[src/rtl/ecpr_pkg.sv]
// ----------------------------------------------------------------------------
// ecpr_pkg
// Shared types and constants of the enhanced clock page replacer.
// ----------------------------------------------------------------------------
package ecpr_pkg;

    localparam int DEF_NUM_SLOTS = 16;
    localparam int ACTION_W      = 2;
    localparam int PID_W         = 8;
    localparam int FRAME_W       = 8;
    localparam int SLOT_W        = 4;
    localparam int STATUS_W      = 2;
    localparam int ENTRY_W       = PID_W + FRAME_W;

    // sweep phases: clean, dirty with reference clearing, clean, dirty
    localparam logic [1:0] PHASE_CLEAR = 2'd1;
    localparam logic [1:0] PHASE_LAST  = 2'd3;

    typedef enum logic [ACTION_W-1:0] {
        ACT_INSERT  = 2'd0,
        ACT_ACCESS  = 2'd1,
        ACT_REPLACE = 2'd2
    } t_action;

    typedef enum logic [STATUS_W-1:0] {
        STAT_OK         = 2'd0,
        STAT_FULL       = 2'd1,
        STAT_NOT_FULL   = 2'd2,
        STAT_EMPTY_SLOT = 2'd3
    } t_status;

    typedef enum logic [2:0] {
        ST_IDLE,
        ST_CHECK,
        ST_SWEEP,
        ST_READ,
        ST_COMMIT
    } t_ctrl_state;

    typedef struct packed {
        logic [ACTION_W-1:0] action;
        logic [PID_W-1:0]    owner_pid;
        logic [FRAME_W-1:0]  frame_number;
        logic [SLOT_W-1:0]   slot_index;
        logic                is_write;
    } t_req;

    typedef struct packed {
        logic [STATUS_W-1:0] status;
        logic [SLOT_W-1:0]   slot_used;
        logic [PID_W-1:0]    victim_pid;
        logic [FRAME_W-1:0]  victim_frame;
        logic                victim_dirty;
    } t_rsp;

    typedef struct packed {
        logic load_req;
        logic sweep_step;
        logic read_victim;
        logic commit;
    } t_dp_cmd;

    typedef struct packed {
        logic need_sweep;
        logic sweep_end;
        logic out_free;
    } t_dp_sts;

endpackage

[src/rtl/ecpr_stream_if.sv]
// ----------------------------------------------------------------------------
// ecpr_stream_if
// Valid/ready channel carrying one request or result payload.
// ----------------------------------------------------------------------------
interface ecpr_stream_if #(
    parameter type t_payload = logic
) ();
    logic     valid;
    logic     ready;
    t_payload payload;

    modport source (output valid, output payload, input ready);
    modport sink   (input valid, input payload, output ready);
endinterface

[src/rtl/enhanced_clock_page_replacer_core.sv]
// ----------------------------------------------------------------------------
// enhanced_clock_page_replacer_core
// Enhanced second-chance clock page replacer. The block handles one request
// at a time. Insert, access, a refused replace and the unused action code
// pass from the check state straight to the commit state. A replace on a
// full ring adds its victim sweep, which visits one slot per cycle in up to
// four passes over the reference/dirty bits; the sweep length sets the rate.
// A result waits in an output register, and the next request is taken while
// it waits. The owner/frame store has no reset: only occupied slots are ever
// read.
// ----------------------------------------------------------------------------
module enhanced_clock_page_replacer_core #(
    parameter int NUM_SLOTS = ecpr_pkg::DEF_NUM_SLOTS
) (
    input  logic          i_clk,
    input  logic          i_rst_n,
    ecpr_stream_if.sink   i_req,
    ecpr_stream_if.source o_rsp
);
    import ecpr_pkg::*;

    t_dp_cmd cmd;
    t_dp_sts sts;
    logic    in_ready;
    logic    rsp_valid;
    t_rsp    rsp;

    ecpr_ctrl u_ctrl (
        .i_clk      (i_clk),
        .i_rst_n    (i_rst_n),
        .i_in_valid (i_req.valid),
        .o_in_ready (in_ready),
        .i_sts      (sts),
        .o_cmd      (cmd)
    );

    ecpr_dp #(
        .NUM_SLOTS (NUM_SLOTS)
    ) u_dp (
        .i_clk       (i_clk),
        .i_rst_n     (i_rst_n),
        .i_req       (i_req.payload),
        .i_cmd       (cmd),
        .o_sts       (sts),
        .i_rsp_ready (o_rsp.ready),
        .o_rsp_valid (rsp_valid),
        .o_rsp       (rsp)
    );

    assign i_req.ready   = in_ready;
    assign o_rsp.valid   = rsp_valid;
    assign o_rsp.payload = rsp;

`ifndef SYNTHESIS
    // a result never lands on top of one that has not been taken
    a_commit_free: assert property (@(posedge i_clk) disable iff (!i_rst_n)
        cmd.commit |-> (!o_rsp.valid || o_rsp.ready))
        else $error("result committed over an unread result");

    // one request at a time
    a_one_req: assert property (@(posedge i_clk) disable iff (!i_rst_n)
        (i_req.valid && i_req.ready) |=> !i_req.ready)
        else $error("request taken while another is in progress");

    // end of sweep goes straight to the victim read
    a_sweep_read: assert property (@(posedge i_clk) disable iff (!i_rst_n)
        (cmd.sweep_step && sts.sweep_end) |=> cmd.read_victim)
        else $error("victim read missing after sweep end");

    // a request load is never followed straight by a result commit
    a_commit_after_load: assert property (@(posedge i_clk) disable iff (!i_rst_n)
        cmd.load_req |=> !cmd.commit)
        else $error("result committed without request check");
`endif

endmodule

[src/rtl/ecpr_ctrl.sv]
// ----------------------------------------------------------------------------
// ecpr_ctrl
// Sequencer: takes one request, runs the victim sweep when needed and
// hands the result to the output register.
// ----------------------------------------------------------------------------
module ecpr_ctrl (
    input  logic              i_clk,
    input  logic              i_rst_n,
    input  logic              i_in_valid,
    output logic              o_in_ready,
    input  ecpr_pkg::t_dp_sts i_sts,
    output ecpr_pkg::t_dp_cmd o_cmd
);
    import ecpr_pkg::*;

    t_ctrl_state r_state;
    t_ctrl_state n_state;

    always_ff @(posedge i_clk) begin
        if (!i_rst_n) begin
            r_state <= ST_IDLE;
        end else begin
            r_state <= n_state;
        end
    end

    always_comb begin
        n_state    = r_state;
        o_in_ready = 1'b0;
        o_cmd      = '0;
        unique case (r_state)
            ST_IDLE: begin
                o_in_ready = 1'b1;
                if (i_in_valid) begin
                    o_cmd.load_req = 1'b1;
                    n_state        = ST_CHECK;
                end
            end
            ST_CHECK: begin
                n_state = i_sts.need_sweep ? ST_SWEEP : ST_COMMIT;
            end
            ST_SWEEP: begin
                o_cmd.sweep_step = 1'b1;
                if (i_sts.sweep_end) begin
                    n_state = ST_READ;
                end
            end
            ST_READ: begin
                o_cmd.read_victim = 1'b1;
                n_state           = ST_COMMIT;
            end
            ST_COMMIT: begin
                // hold until the output register can take the result
                if (i_sts.out_free) begin
                    o_cmd.commit = 1'b1;
                    n_state      = ST_IDLE;
                end
            end
            default: begin
                n_state = ST_IDLE;
            end
        endcase
    end

endmodule

[src/rtl/ecpr_dp.sv]
// ----------------------------------------------------------------------------
// ecpr_dp
// Page ring: entry memory, per-slot reference/dirty/occupied bits, clock
// hand, fill count, victim sweep pointer and the output register.
// ----------------------------------------------------------------------------
module ecpr_dp #(
    parameter int NUM_SLOTS = ecpr_pkg::DEF_NUM_SLOTS
) (
    input  logic              i_clk,
    input  logic              i_rst_n,
    input  ecpr_pkg::t_req    i_req,
    input  ecpr_pkg::t_dp_cmd i_cmd,
    output ecpr_pkg::t_dp_sts o_sts,
    input  logic              i_rsp_ready,
    output logic              o_rsp_valid,
    output ecpr_pkg::t_rsp    o_rsp
);
    import ecpr_pkg::*;

    localparam int IW = (NUM_SLOTS > 1) ? $clog2(NUM_SLOTS) : 1;
    localparam int CW = $clog2(NUM_SLOTS + 1);
    localparam logic [IW-1:0] LAST_SLOT = IW'(NUM_SLOTS - 1);
    localparam logic [IW:0]   SLOTS_EXT = (IW + 1)'(NUM_SLOTS);
    localparam logic [CW-1:0] SLOTS_CNT = CW'(NUM_SLOTS);

    logic [ENTRY_W-1:0]   r_mem [NUM_SLOTS];
    logic [NUM_SLOTS-1:0] r_ref;
    logic [NUM_SLOTS-1:0] r_mod;
    logic [NUM_SLOTS-1:0] r_occ;
    logic [IW-1:0]        r_hand;
    logic [CW-1:0]        r_count;
    logic                 r_out_valid;

    t_req                 r_req;
    t_rsp                 r_rsp;
    logic [IW-1:0]        r_ptr;
    logic [IW-1:0]        r_idx;
    logic [1:0]           r_phase;
    logic [IW-1:0]        r_victim;
    logic [ENTRY_W-1:0]   r_rd_data;

    logic                 full;
    logic                 cur_hit;
    logic                 sweep_last;
    logic [IW-1:0]        ptr_next;
    logic [IW:0]          ins_sum;
    logic [IW:0]          ins_wrap;
    logic [IW-1:0]        ins_slot;
    logic [IW-1:0]        acc_slot;
    logic                 acc_ok;
    logic [IW-1:0]        hand_next;
    t_rsp                 rsp_next;

    assign full       = (r_count == SLOTS_CNT);
    assign cur_hit    = r_occ[r_ptr] && !r_ref[r_ptr] && (r_mod[r_ptr] == r_phase[0]);
    assign sweep_last = (r_phase == PHASE_LAST) && (r_idx == LAST_SLOT);
    assign ptr_next   = (r_ptr == LAST_SLOT) ? '0 : r_ptr + 1'b1;
    assign hand_next  = (r_victim == LAST_SLOT) ? '0 : r_victim + 1'b1;

    // insert slot is hand plus count, wrapped once
    assign ins_sum  = {1'b0, r_hand} + (IW + 1)'(r_count);
    assign ins_wrap = ins_sum - SLOTS_EXT;
    assign ins_slot = (ins_sum >= SLOTS_EXT) ? ins_wrap[IW-1:0] : ins_sum[IW-1:0];

    assign acc_slot = IW'(r_req.slot_index);
    assign acc_ok   = (32'(r_req.slot_index) < 32'(NUM_SLOTS)) && r_occ[acc_slot];

    assign o_sts.need_sweep = (r_req.action == ACT_REPLACE) && full;
    assign o_sts.sweep_end  = cur_hit || sweep_last;
    assign o_sts.out_free   = !r_out_valid || i_rsp_ready;

    assign o_rsp_valid = r_out_valid;
    assign o_rsp       = r_rsp;

    always_comb begin
        rsp_next = '0;
        case (r_req.action)
            ACT_INSERT: begin
                if (full) begin
                    rsp_next.status = STAT_FULL;
                end else begin
                    rsp_next.status    = STAT_OK;
                    rsp_next.slot_used = SLOT_W'(ins_slot);
                end
            end
            ACT_ACCESS: begin
                rsp_next.status = acc_ok ? STAT_OK : STAT_EMPTY_SLOT;
            end
            ACT_REPLACE: begin
                if (!full) begin
                    rsp_next.status = STAT_NOT_FULL;
                end else begin
                    rsp_next.status       = STAT_OK;
                    rsp_next.slot_used    = SLOT_W'(r_victim);
                    rsp_next.victim_pid   = r_rd_data[ENTRY_W-1:FRAME_W];
                    rsp_next.victim_frame = r_rd_data[FRAME_W-1:0];
                    rsp_next.victim_dirty = r_mod[r_victim];
                end
            end
            default: begin
                rsp_next = '0;
            end
        endcase
    end

    // ring state
    always_ff @(posedge i_clk) begin
        if (!i_rst_n) begin
            r_ref       <= '0;
            r_mod       <= '0;
            r_occ       <= '0;
            r_hand      <= '0;
            r_count     <= '0;
            r_out_valid <= 1'b0;
        end else begin
            // the dirty-class sweep gives every slot it passes a second chance
            if (i_cmd.sweep_step && !cur_hit && !sweep_last && r_phase == PHASE_CLEAR) begin
                r_ref[r_ptr] <= 1'b0;
            end
            if (i_cmd.commit) begin
                case (r_req.action)
                    ACT_INSERT: begin
                        if (!full) begin
                            r_occ[ins_slot] <= 1'b1;
                            r_ref[ins_slot] <= 1'b0;
                            r_mod[ins_slot] <= 1'b0;
                            r_count         <= r_count + 1'b1;
                        end
                    end
                    ACT_ACCESS: begin
                        if (acc_ok) begin
                            r_ref[acc_slot] <= 1'b1;
                            if (r_req.is_write) begin
                                r_mod[acc_slot] <= 1'b1;
                            end
                        end
                    end
                    ACT_REPLACE: begin
                        if (full) begin
                            r_occ[r_victim] <= 1'b0;
                            r_ref[r_victim] <= 1'b0;
                            r_mod[r_victim] <= 1'b0;
                            r_count         <= r_count - 1'b1;
                            r_hand          <= hand_next;
                        end
                    end
                    default: begin
                    end
                endcase
            end
            if (i_cmd.commit) begin
                r_out_valid <= 1'b1;
            end else if (i_rsp_ready) begin
                r_out_valid <= 1'b0;
            end
        end
    end

    // request, sweep pointer and result
    always_ff @(posedge i_clk) begin
        if (i_cmd.load_req) begin
            r_req   <= i_req;
            r_ptr   <= r_hand;
            r_idx   <= '0;
            r_phase <= '0;
        end
        if (i_cmd.sweep_step) begin
            if (cur_hit) begin
                r_victim <= r_ptr;
            end else if (sweep_last) begin
                r_victim <= r_hand;
            end else begin
                r_ptr <= ptr_next;
                if (r_idx == LAST_SLOT) begin
                    r_idx   <= '0;
                    r_phase <= r_phase + 1'b1;
                end else begin
                    r_idx <= r_idx + 1'b1;
                end
            end
        end
        if (i_cmd.commit) begin
            r_rsp <= rsp_next;
        end
    end

    // entry memory: owner and frame
    always_ff @(posedge i_clk) begin
        if (i_cmd.commit && r_req.action == ACT_INSERT && !full) begin
            r_mem[ins_slot] <= {r_req.owner_pid, r_req.frame_number};
        end
        if (i_cmd.read_victim) begin
            r_rd_data <= r_mem[r_victim];
        end
    end

endmodule

[src/flat_wrapper.sv]
// flat-port wrapper written by rule: the top's interface ports become plain ports
module enhanced_clock_page_replacer_core_flat import ecpr_pkg::*;
#(
    parameter int NUM_SLOTS = ecpr_pkg::DEF_NUM_SLOTS
)
  (i_clk, i_rst_n, i_req_valid, i_req_payload, i_req_ready, o_rsp_valid, o_rsp_payload, o_rsp_ready);
  ecpr_stream_if #(.t_payload(t_req)) i_req_i ();
  ecpr_stream_if #(.t_payload(t_rsp)) o_rsp_i ();
  input  logic i_clk;
  input  logic i_rst_n;
  input wire logic [$bits(i_req_i.valid)-1:0] i_req_valid;
  input wire logic [$bits(i_req_i.payload)-1:0] i_req_payload;
  output wire logic [$bits(i_req_i.ready)-1:0] i_req_ready;
  output wire logic [$bits(o_rsp_i.valid)-1:0] o_rsp_valid;
  output wire logic [$bits(o_rsp_i.payload)-1:0] o_rsp_payload;
  input wire logic [$bits(o_rsp_i.ready)-1:0] o_rsp_ready;
  assign i_req_i.valid = i_req_valid;
  assign i_req_i.payload = i_req_payload;
  assign i_req_ready = i_req_i.ready;
  assign o_rsp_valid = o_rsp_i.valid;
  assign o_rsp_payload = o_rsp_i.payload;
  assign o_rsp_i.ready = o_rsp_ready;
  enhanced_clock_page_replacer_core #(.NUM_SLOTS(NUM_SLOTS)) u_core (.i_clk(i_clk), .i_rst_n(i_rst_n), .i_req(i_req_i), .o_rsp(o_rsp_i));
endmodule
[config.mk]
export PLATFORM = sky130hd
export DESIGN_NAME = enhanced_clock_page_replacer_core_flat
export DESIGN_NICKNAME = d
export VERILOG_FILES = /design/src/rtl/ecpr_pkg.sv /design/src/rtl/ecpr_stream_if.sv /design/src/rtl/enhanced_clock_page_replacer_core.sv /design/src/rtl/ecpr_ctrl.sv /design/src/rtl/ecpr_dp.sv /design/src/flat_wrapper.sv
export SDC_FILE = /design/constraint.sdc
export NUM_CORES = 1
export LEC_CHECK = 0
export BUFFER_PORTS_ARGS = -buffer_cell sky130_fd_sc_hd__buf_2
export CAP_MARGIN = 0
export CELL_PAD_IN_SITES_DETAIL_PLACEMENT = 1
export CELL_PAD_IN_SITES_GLOBAL_PLACEMENT = 1
export CORE_ASPECT_RATIO = 1.5
export CORE_UTILIZATION = 30
export CTS_CLUSTER_DIAMETER = 150
export CTS_CLUSTER_SIZE = 25
export DETAILED_ROUTE_END_ITERATION = 10
export PLACE_DENSITY = 0.61
export RECOVER_POWER = 100
export SYNTH_ARGS = -nofsm -noshare
export SYNTH_HDL_FRONTEND = slang
export SYNTH_SLANG_ARGS = --single-unit
[constraint.sdc]
create_clock -name i_clk -period 4 [get_ports i_clk]
set_input_delay 0.4 -clock i_clk [delete_from_list [all_inputs] [get_ports i_clk]]
set_output_delay 0.4 -clock i_clk [all_outputs]
set_load 0.05 [all_outputs]
==> out/results.ini, run 1 <==
[cells_and_area]
nFillCells = 5603
drive_gt1_share_pct = 18.1
mostFrequentLayoutCells = edfxtp_1 (322), mux4_2 (99), dfxtp_1 (71)
seq_area_mm2 = 0.0111
final_net_count = 1140
syn_to_final_growth_pct = 9.90
final_common_cell = edfxtp_1
diodes = 0
multiInputGateArea_mm2 = 0.00517

[power]
leakage_uw = 0.00573
peakVddDrop_v = 0.000230
pwr_density_cell_mw_per_mm2 = 377

[die]
die_y_um = 290
die_area_mm2 = 0.0564
io_pins = 52
core_area_mm2 = 0.0548
die_w_um = 194
initial_core_util_pct = 30.4
rows = 105

[clocking]
clockRootBuffer = clkbuf_16
cts_resized = 0
tritoncts = built
insertion_delay_ns = 0.55
cts_htree_levels = 1
postCtsSetupBuffers = 0
cts_hold_buf = 0
numCtsBuffers = 19
cts.sink_count = 393
clk_pin_slew_ns = 0.12
cts.path.max_buffers = 3

[setup_path]
critPathSlowestCell = clkbuf_1
cp.arrival_ns = 4.00
reg2reg_from = u_core.u_dp.r_req[21]
r2r_end = u_core.u_dp.o_rsp[16]
cpLargestDelayFamily = buffers and inverters
path_buf_inv = 3
worst-path-max-fanout = 21
end_kind = register
startpoint_type = register
cp.required_ns = 4.39
path_class = reg2reg
reg2reg_slack_ns = 0.38
startpoint = u_core.u_dp.r_req[21]
max_stage_delay_ns = 0.87
cp.depth = 6
rr_worst_depth = 6
cp-endpoint = u_core.u_dp.o_rsp[16]
crit_chain = clkbuf_1 -> nand2b_1 -> buf_4 -> nor3_2 -> clkbuf_1 -> and2_1
cpMostUsedCell = clkbuf_1

[routing]
post-route-drc-count = 0
vias = 9559
drt_iter0_markers = 657
final_antenna_net_count = 0
wl_per_cell_um = 26.1
routed_wl_um = 46900
first_pass_iters = 5
post_drt_via_cell_ratio = 5.31

[outcome]
violations = capacitance limit, slew limit
status = complete, but fails checks

[worst_hold_path]
hold_path_class = in2reg
hold_start = i_req_payload[3]

[sta]
fin_crit_ns = 3.62
fmax_mhz = 276
fin_crit_sh_pct = 90.4
setup_viol = 0
grt_setup_unrepaired = false
final_max_slew_viol_count = 28
worst_pin_slew_ns = 2.11
setup_tns_ns = 0
clock_skew_ns = 0.0351
hold_violations = 0
finalWorstSetupSlack_ns = 0.383
relSlewSlack_pct = -40.7

[placed_design]
gp_congestion = 0.947
port_buffers = 51
dp_slack_ns = 0.674
dpl.hpwl_um = 32100

[synth]
yosys_warnings = 0
ys_seq_elements = 393
synth_edf_count = 322
synth_area_per_cell_um2 = 16.1
synth_area_mm2 = 0.0166
yosysSeqAreaShare_pct = 66.6
postSynthCellCount = 1033
ys_dominant_reg_cell = edfxtp_1
ys_types = 76
syn_nets = 1079
async_flop_share_pct = 0

[grt]
gr-usage-met2_pct = 31.2
met3_usage_pct = 1.52
grt_busiest_layer = met2
grt_pass1_vias = 10300
grt.overflow.total = 0
met1_usage_pct = 18.7
grt_use_total_pct = 16.6
antenna_found_initial = 0
grt_max_degree = 52
grt_pass1_wl_um = 69200

[run]
cap_viol_max_count = 1

==> flip-flops by register name, summed over array words and instances (netlist names) <==
| signal | count |
|---|---|
| u_core.u_dp.r_mem | 256 |
| u_core.u_dp.r_rd_data | 16 |
| u_core.u_ctrl.r_state | 3 |
| u_core.u_dp.acc_slot | 4 |
| u_core.u_dp.r_mod | 16 |
| u_core.u_dp.r_ref | 16 |
| u_core.u_dp.o_rsp_valid | 1 |
| u_core.u_dp.r_phase | 2 |
| u_core.u_dp.r_req | 19 |
| u_core.u_dp.r_idx | 4 |
| u_core.u_dp.r_victim | 4 |
| u_core.u_dp.r_hand | 4 |
| u_core.u_dp.r_count | 5 |
| u_core.u_dp.r_ptr | 4 |
| u_core.u_dp.r_occ | 16 |
| u_core.u_dp.o_rsp | 23 |
==> power breakdown <==
part           switching (µW)  total (µW)  internal, µW
logic                     148         194          46.1
clock network            1280        2190           914
registers                66.3        4520          4450
==> area by class of cell <==
cell class              count  area share (%)
multi-input cells         548            28.3
flip-flops and latches    393            60.6
repair buffers            102            2.83
clock buffers              32            2.87
well taps                 695            4.75
inverters                  30           0.616
clock inverters             1          0.0479
==> cell usage after synthesis, types with 5 or more instances <==
master    instances  area (µm²)
edfxtp_1        322        9670
mux4_2           99        2230
dfxtp_1          71        1420
nor2_1           52         195
nand2_1          51         191
clkbuf_1         43         161
a21oi_1          38         190
o21ai_0          32         160
and2_1           30         188
inv_1            27         101
nand3_1          26         130
ha_1             17         213
nor3_1           16        80.1
mux2i_1          14         140
nor2b_1          14        87.6
a31oi_1          12        75.1
nand4_1          12        75.1
a41oi_1          10        87.6
o21a_1           10        75.1
a211oi_1          8        60.1
buf_1             8        30.0
a21boi_0          7        52.6
a22oi_1           6        45.0
o211ai_1          6        45.0
xnor2_1           6        52.6
nand2b_1          5        31.3
==> cell families after synthesis <==
kind of cell / after synthesis / share of synthesized area, %
adder cells (fa/ha/maj): 19 / 1.52
multiplexers: 119 / 14.7
AND/OR/NAND/NOR: 224 / 6.86
XOR/XNOR: 9 / 0.474
AO/OA/AOI/OAI: 177 / 7.45
flip-flops: 393 / 66.6
buffers and inverters: 92 / 2.33
==> routing by layer <==
| layer | wire [µm] | up-vias |
|---|---|---|
| li1 | - | 4217 |
| met3 | 1180 | 84 |
| met1 | 18300 | 5052 |
| met5 | 0 | - |
| met4 | 2280 | 0 |
| met2 | 25200 | 206 |
==> how the worst min path moves through the flow <==
stage	cells past startpoint	endpoint
floorplan	2	u_core.u_dp.r_mod[13]
global placement	2	u_core.u_dp.r_phase[1]
detailed placement	2	u_core.u_dp.r_mod[2]
CTS	1	u_core.u_dp.r_req[9]
global route	1	u_core.u_dp.r_req[9]
finish	1	u_core.u_dp.acc_slot[2]
==> per-stage QoR <==
stage	hold WS, ns	total power, µW	instances	cell area (µm²)	utilization, %
6_report	0.0353	6900	1801	18300	33.4
5_1_grt	0.0152	7110	1801	18300	33.4
4_1_cts	0.0137	7000	1801	18400	33.7
3_5_place_dp	0.473	4810	1768	17900	32.7
3_3_place_gp	0.463	4810	1768	17900	32.7
2_1_floorplan	0.442	4700	1033	16600	-
Power figures use the tool's default switching activity.
==> run 2, diff against run 1 <==
--- a/config.mk
+++ b/config.mk
@@ -15,7 +15,7 @@
 export CTS_CLUSTER_SIZE = 25
 export DETAILED_ROUTE_END_ITERATION = 10
 export PLACE_DENSITY = 0.61
-export RECOVER_POWER = 100
+export RECOVER_POWER = 25
 export SYNTH_ARGS = -nofsm -noshare
 export SYNTH_HDL_FRONTEND = slang
 export SYNTH_SLANG_ARGS = --single-unit
==> out/results.ini, run 2 (synthesis results as in run 1) <==
[outcome]
status = completed

[setup_path]
max_stage_delay_ns = 0.71
rr_worst_depth = 5
critPathSlowestCell = nor2b_1
worst-path-max-fanout = 16
end_kind = register
crit_chain = ha_1 -> fa_1 -> nor2b_1 -> nand3_1 -> inv_1
cp.required_ns = 4.16
cp.arrival_ns = 3.55
startpoint_type = register
path_class = reg2reg

[cells_and_area]
regMostFlops = u_core.u_dp.r_mem
syn_to_final_growth_pct = 10.8
mostFrequentLayoutCells = edfxtp_1 (322), mux4_2 (99), dfxtp_1 (71)
diodes = 0
largest_reg_flops = 256
final_common_cell = edfxtp_1
fin_util_pct = 33.7
finalNonFillerCells = 1801
final_net_count = 1140
drive_gt1_share_pct = 22.2

[clocking]
cts.path.max_buffers = 3
clk_pin_slew_ns = 0.12
postCtsSetupBuffers = 0
insertion_delay_ns = 0.55
cts_hold_buf = 0
cts_resized = 0
clockRootBuffer = clkbuf_16
numCtsBuffers = 19
cts.sink_count = 393
cts_htree_levels = 1
tritoncts = built

[power]
peakVddDrop_v = 0.000232
pwr_density_cell_mw_per_mm2 = 375
leakage_uw = 0.00587
power_uw = 6910

[routing]
first_pass_iters = 5
post-route-drc-count = 0
routed_wl_um = 47000
final_antenna_net_count = 0
wl_per_cell_um = 26.1
vias = 9569
drt_iter0_markers = 745
post_drt_via_cell_ratio = 5.31

[sta]
clock_skew_ns = 0.0357
setup_tns_ns = 0
final_max_slew_viol_count = 0
grt_setup_unrepaired = false
fmax_mhz = 295
worst_pin_slew_ns = 1.07
fin_crit_sh_pct = 84.8
setup_viol = 0
hold_violations = 0
relSlewSlack_pct = 28.7
fin_crit_ns = 3.39

[grt]
grt_use_total_pct = 16.6
antenna_found_initial = 0
grt_max_degree = 52
grt_pass1_wl_um = 69200
grt.overflow.total = 0
grt_pass1_vias = 10300

[die]
die_area_mm2 = 0.0564
rows = 105
die_w_um = 194
die_y_um = 290
initial_core_util_pct = 30.4
core_area_mm2 = 0.0548
io_pins = 52

[placed_design]
dpl.hpwl_um = 32100
gp_congestion = 0.947
port_buffers = 51
placed_cells = 1768

[worst_hold_path]
hold_depth = 1
hold_path_class = in2reg

[run]
cap_viol_max_count = 0

==> run 2: changes by cell type in the layout (fill, tap and decap cells not counted), moves of 3 or more <==
cell,change
nor2_2,+3
and2_0,-13
and2_1,+13
clkbuf_1,-39
buf_2,+25
clkbuf_2,-12
nor2_1,-3
buf_4,+25
==> run 2: path summary, 6_finish.rpt <==
check / end / start / slack, ns
max reg2reg: u_core.u_dp.r_mem[14][12] / u_core.u_dp.r_hand[0] / 0.61
min: u_core.u_dp.acc_slot[2] / i_req_payload[3] / 0.04
min reg2reg: u_core.u_dp.r_mod[2] / u_core.u_dp.r_mod[2] / 0.49
max: u_core.u_dp.r_mem[14][12] / u_core.u_dp.r_hand[0] / 0.61
==> run 2: worst max-delay path, delay by kind of cell (launching register included) <==
family        cells  cell delay (ns)
buf+inv           1             0.64
simple gates      2             0.93
fa+ha+maj         2             0.98
flops             1             0.43
==> run 2: final cells by class <==
| cell class | count | area, µm² |
|---|---|---|
| repair buffers | 102 | 643 |
| clock buffers | 32 | 524 |
| fillers | 5590 | 36300 |
| well taps | 695 | 870 |
| flip-flops and latches | 393 | 11100 |
| multi-input cells | 548 | 5190 |
| inverters | 30 | 113 |
| clock inverters | 1 | 8.76 |
==> run 2: layer usage <==
| layer | track usage, % | vias to the layer above | routed length, µm |
|---|---|---|---|
| li1 | - | 4217 | - |
| met1 | 18.7 | 5036 | 18100 |
| met2 | 31.2 | 231 | 25300 |
| met3 | 1.52 | 85 | 1280 |
| met4 | 7.94 | 0 | 2280 |
| met5 | 0 | - | 0 |
==> run 2: stage by stage <==
step	worst slack (ns)	cell area (µm²)	hold WS, ns
2_1_floorplan	0.944	16600	0.442
3_3_place_gp	0.770	17900	0.463
3_5_place_dp	0.674	17900	0.473
4_1_cts	0.618	18400	0.0137
5_1_grt	0.490	18400	0.0152
6_report	0.607	18400	0.0366
==> run 2: power by group <==
part           switching, µW  internal [µW]
clock network           1280            914
logic                    148           51.2
registers               66.1           4450
==> run 3, diff against run 2 <==
--- a/config.mk
+++ b/config.mk
@@ -5,6 +5,7 @@
 export SDC_FILE = /design/constraint.sdc
 export NUM_CORES = 1
 export LEC_CHECK = 0
+export ABC_AREA = 1
 export BUFFER_PORTS_ARGS = -buffer_cell sky130_fd_sc_hd__buf_2
 export CAP_MARGIN = 0
 export CELL_PAD_IN_SITES_DETAIL_PLACEMENT = 1
@@ -14,7 +15,7 @@
 export CTS_CLUSTER_DIAMETER = 150
 export CTS_CLUSTER_SIZE = 25
 export DETAILED_ROUTE_END_ITERATION = 10
-export PLACE_DENSITY = 0.61
+export PLACE_DENSITY = 0.66
 export RECOVER_POWER = 25
 export SYNTH_ARGS = -nofsm -noshare
 export SYNTH_HDL_FRONTEND = slang
==> constraint.sdc (replaced) <==
create_clock -name i_clk -period 2.8 [get_ports i_clk]
set_input_delay 0.28 -clock i_clk [delete_from_list [all_inputs] [get_ports i_clk]]
set_output_delay 0.28 -clock i_clk [all_outputs]
set_load 0.05 [all_outputs]
==> out/results.ini, run 3 <==
[outcome]
status = completed

[power]
power_uw = 10200
leakage_uw = 0.00650
peakVddDrop_v = 0.000536
pwr_density_cell_mw_per_mm2 = 519

[routing]
vias = 12800
post_drt_via_cell_ratio = 5.01
first_pass_iters = 5
drt_iter0_markers = 864
wl_per_cell_um = 21.9
final_antenna_net_count = 0
routed_wl_um = 56100
post-route-drc-count = 0

[clocking]
clockRootBuffer = clkbuf_16
cts_htree_levels = 1
cts.sink_count = 393
numCtsBuffers = 19
insertion_delay_ns = 0.57
clk_pin_slew_ns = 0.11
postCtsSetupBuffers = 0
tritoncts = built
cts.path.max_buffers = 3

[die]
io_pins = 52
rows = 107
initial_core_util_pct = 30.3
die_y_um = 295
die_area_mm2 = 0.0584
core_area_mm2 = 0.0568
die_w_um = 198

[sta]
finalWorstSetupSlack_ns = 0.151
clock_skew_ns = 0.0384
worst_pin_slew_ns = 0.779
setup_tns_ns = 0
setup_viol = 0
fin_crit_ns = 2.65
fmax_mhz = 377
fin_crit_sh_pct = 94.6
hold_violations = 0
final_max_slew_viol_count = 0
relSlewSlack_pct = 48.0

[cells_and_area]
drive_gt1_share_pct = 9.65
diodes = 0
final_net_count = 1826
final_area_mm2 = 0.0196
mostFrequentLayoutCells = edfxtp_1 (322), nand2_1 (285), nor2_1 (238)
largest_reg_flops = 256
regMostFlops = u_core.u_dp.r_mem
syn_to_final_growth_pct = 13.9
final_common_cell = edfxtp_1
nFillCells = 6485

[run]
cap_viol_max_count = 0

[grt]
grt_pass1_wl_um = 85000
antenna_found_initial = 0
grt_max_degree = 130
grt_use_total_pct = 19.5
grt.overflow.total = 0
grt_pass1_vias = 13600

[synth]
synthTopCellsByArea = edfxtp_1 (56%), dfxtp_1 (8.3%), o21ai_0 (6.3%)
synth.most_common_cell = edfxtp_1
postSynthCellCount = 1708
ys_dominant_reg_cell = edfxtp_1
synth_edf_count = 322
yosysSeqAreaShare_pct = 64.4
async_flop_share_pct = 0
synth_area_mm2 = 0.0172
ys_types = 43
ys_seq_elements = 393
synth_top_area_share_pct = 56.1
synthTopCellsByCount = edfxtp_1 (322), nand2_1 (285), nor2_1 (261), o21ai_0 (218), inv_1 (138)
synth_area_per_cell_um2 = 10.1
yosys_warnings = 0
syn_nets = 1754
synth_largest_area_cell = edfxtp_1

[placed_design]
port_buffers = 51
gp_congestion = 0.899
dpl-instance-area_mm2 = 0.0188
dpl.hpwl_um = 39200
dp_slack_ns = 0.0758

[setup_path]
path_class = reg2reg
reg2reg_slack_ns = 0.15
end_kind = register
cp.required_ns = 3.06
worst-path-max-fanout = 16
startpoint_type = register
cp.arrival_ns = 2.90

[worst_hold_path]
hold_path_class = in2reg

==> run 3: layer usage <==
metal  global-route usage, %  part of all wire, %
met4                    8.24                  4.1
met3                    1.56                  2.7
met2                    36.5                   53
met1                    22.4                   40
met5                       0                    0
==> run 3: what timing repair did <==
item	CTS	global route
resized for setup	0	7
hold endpoints to repair	25	0
hold buffers	24	0
setup endpoints to repair	0	109
==> run 3: cell families (layout without fill, tap and decap cells) <==
| logic type | count (synthesis) | after routing | share of synthesized area, % |
|---|---|---|---|
| AO/OA/AOI/OAI | 412 | 412 | 13.1 |
| XOR/XNOR | 6 | 6 | 0.305 |
| adder cells (fa/ha/maj) | 19 | 19 | 1.47 |
| buffers and inverters | 231 | 316 | 5.38 |
| flip-flops | 393 | 393 | 64.4 |
| AND/OR/NAND/NOR | 647 | 647 | 15.4 |
==> run 3: path summary, 6_finish.rpt <==
path | endpoint | cells after the start | start
setup / recovery | u_core.u_dp.r_mem[10][1] | 8 | u_core.u_dp.r_hand[0]
hold / removal | u_core.u_ctrl.r_state[0] | 3 | i_req_valid
setup reg to reg | u_core.u_dp.r_mem[10][1] | 8 | u_core.u_dp.r_hand[0]
hold reg to reg | u_core.u_dp.r_occ[14] | 2 | u_core.u_dp.r_occ[14]
==> run 3: layout make-up <==
class                           count  area, µm²  area share [%]
Clock inverter                      2       17.5          0.0893
Multi-Input combinational cell   1084       5270            26.8
Clock buffer                       32        524            2.67
Sequential cell                   393      11100            56.5
Inverter                          145        552            2.81
Timing Repair Buffer              137       1220            6.20
Tap cell                          763        955            4.87
==> run 3: per-stage QoR <==
step	instances	util, %	hold slack, ns
floorplan	1708	-	0.379
global placement	2498	33.2	0.457
detailed placement	2498	33.2	0.458
CTS	2556	34.6	0.128
global route	2556	34.6	0.142
finish	2556	34.6	0.152
==> run 3: power by group <==
group / switching (µW) / total [µW] / internal [µW]
Combinational: 334 / 445 / 111
Sequential: 123 / 6520 / 6390
Clock: 1900 / 3210 / 1310
Total: 2360 / 10200 / 7820
==> run 3: critical path: stages (launching register included) <==
cell	delay (ns)
dfxtp_1	0.36
ha_1	0.25
fa_1	0.44
xnor2_1	0.25
inv_1	0.14
nor2_2	0.32
nand2_1	0.18
nor2_2	0.18
buf_12	0.20
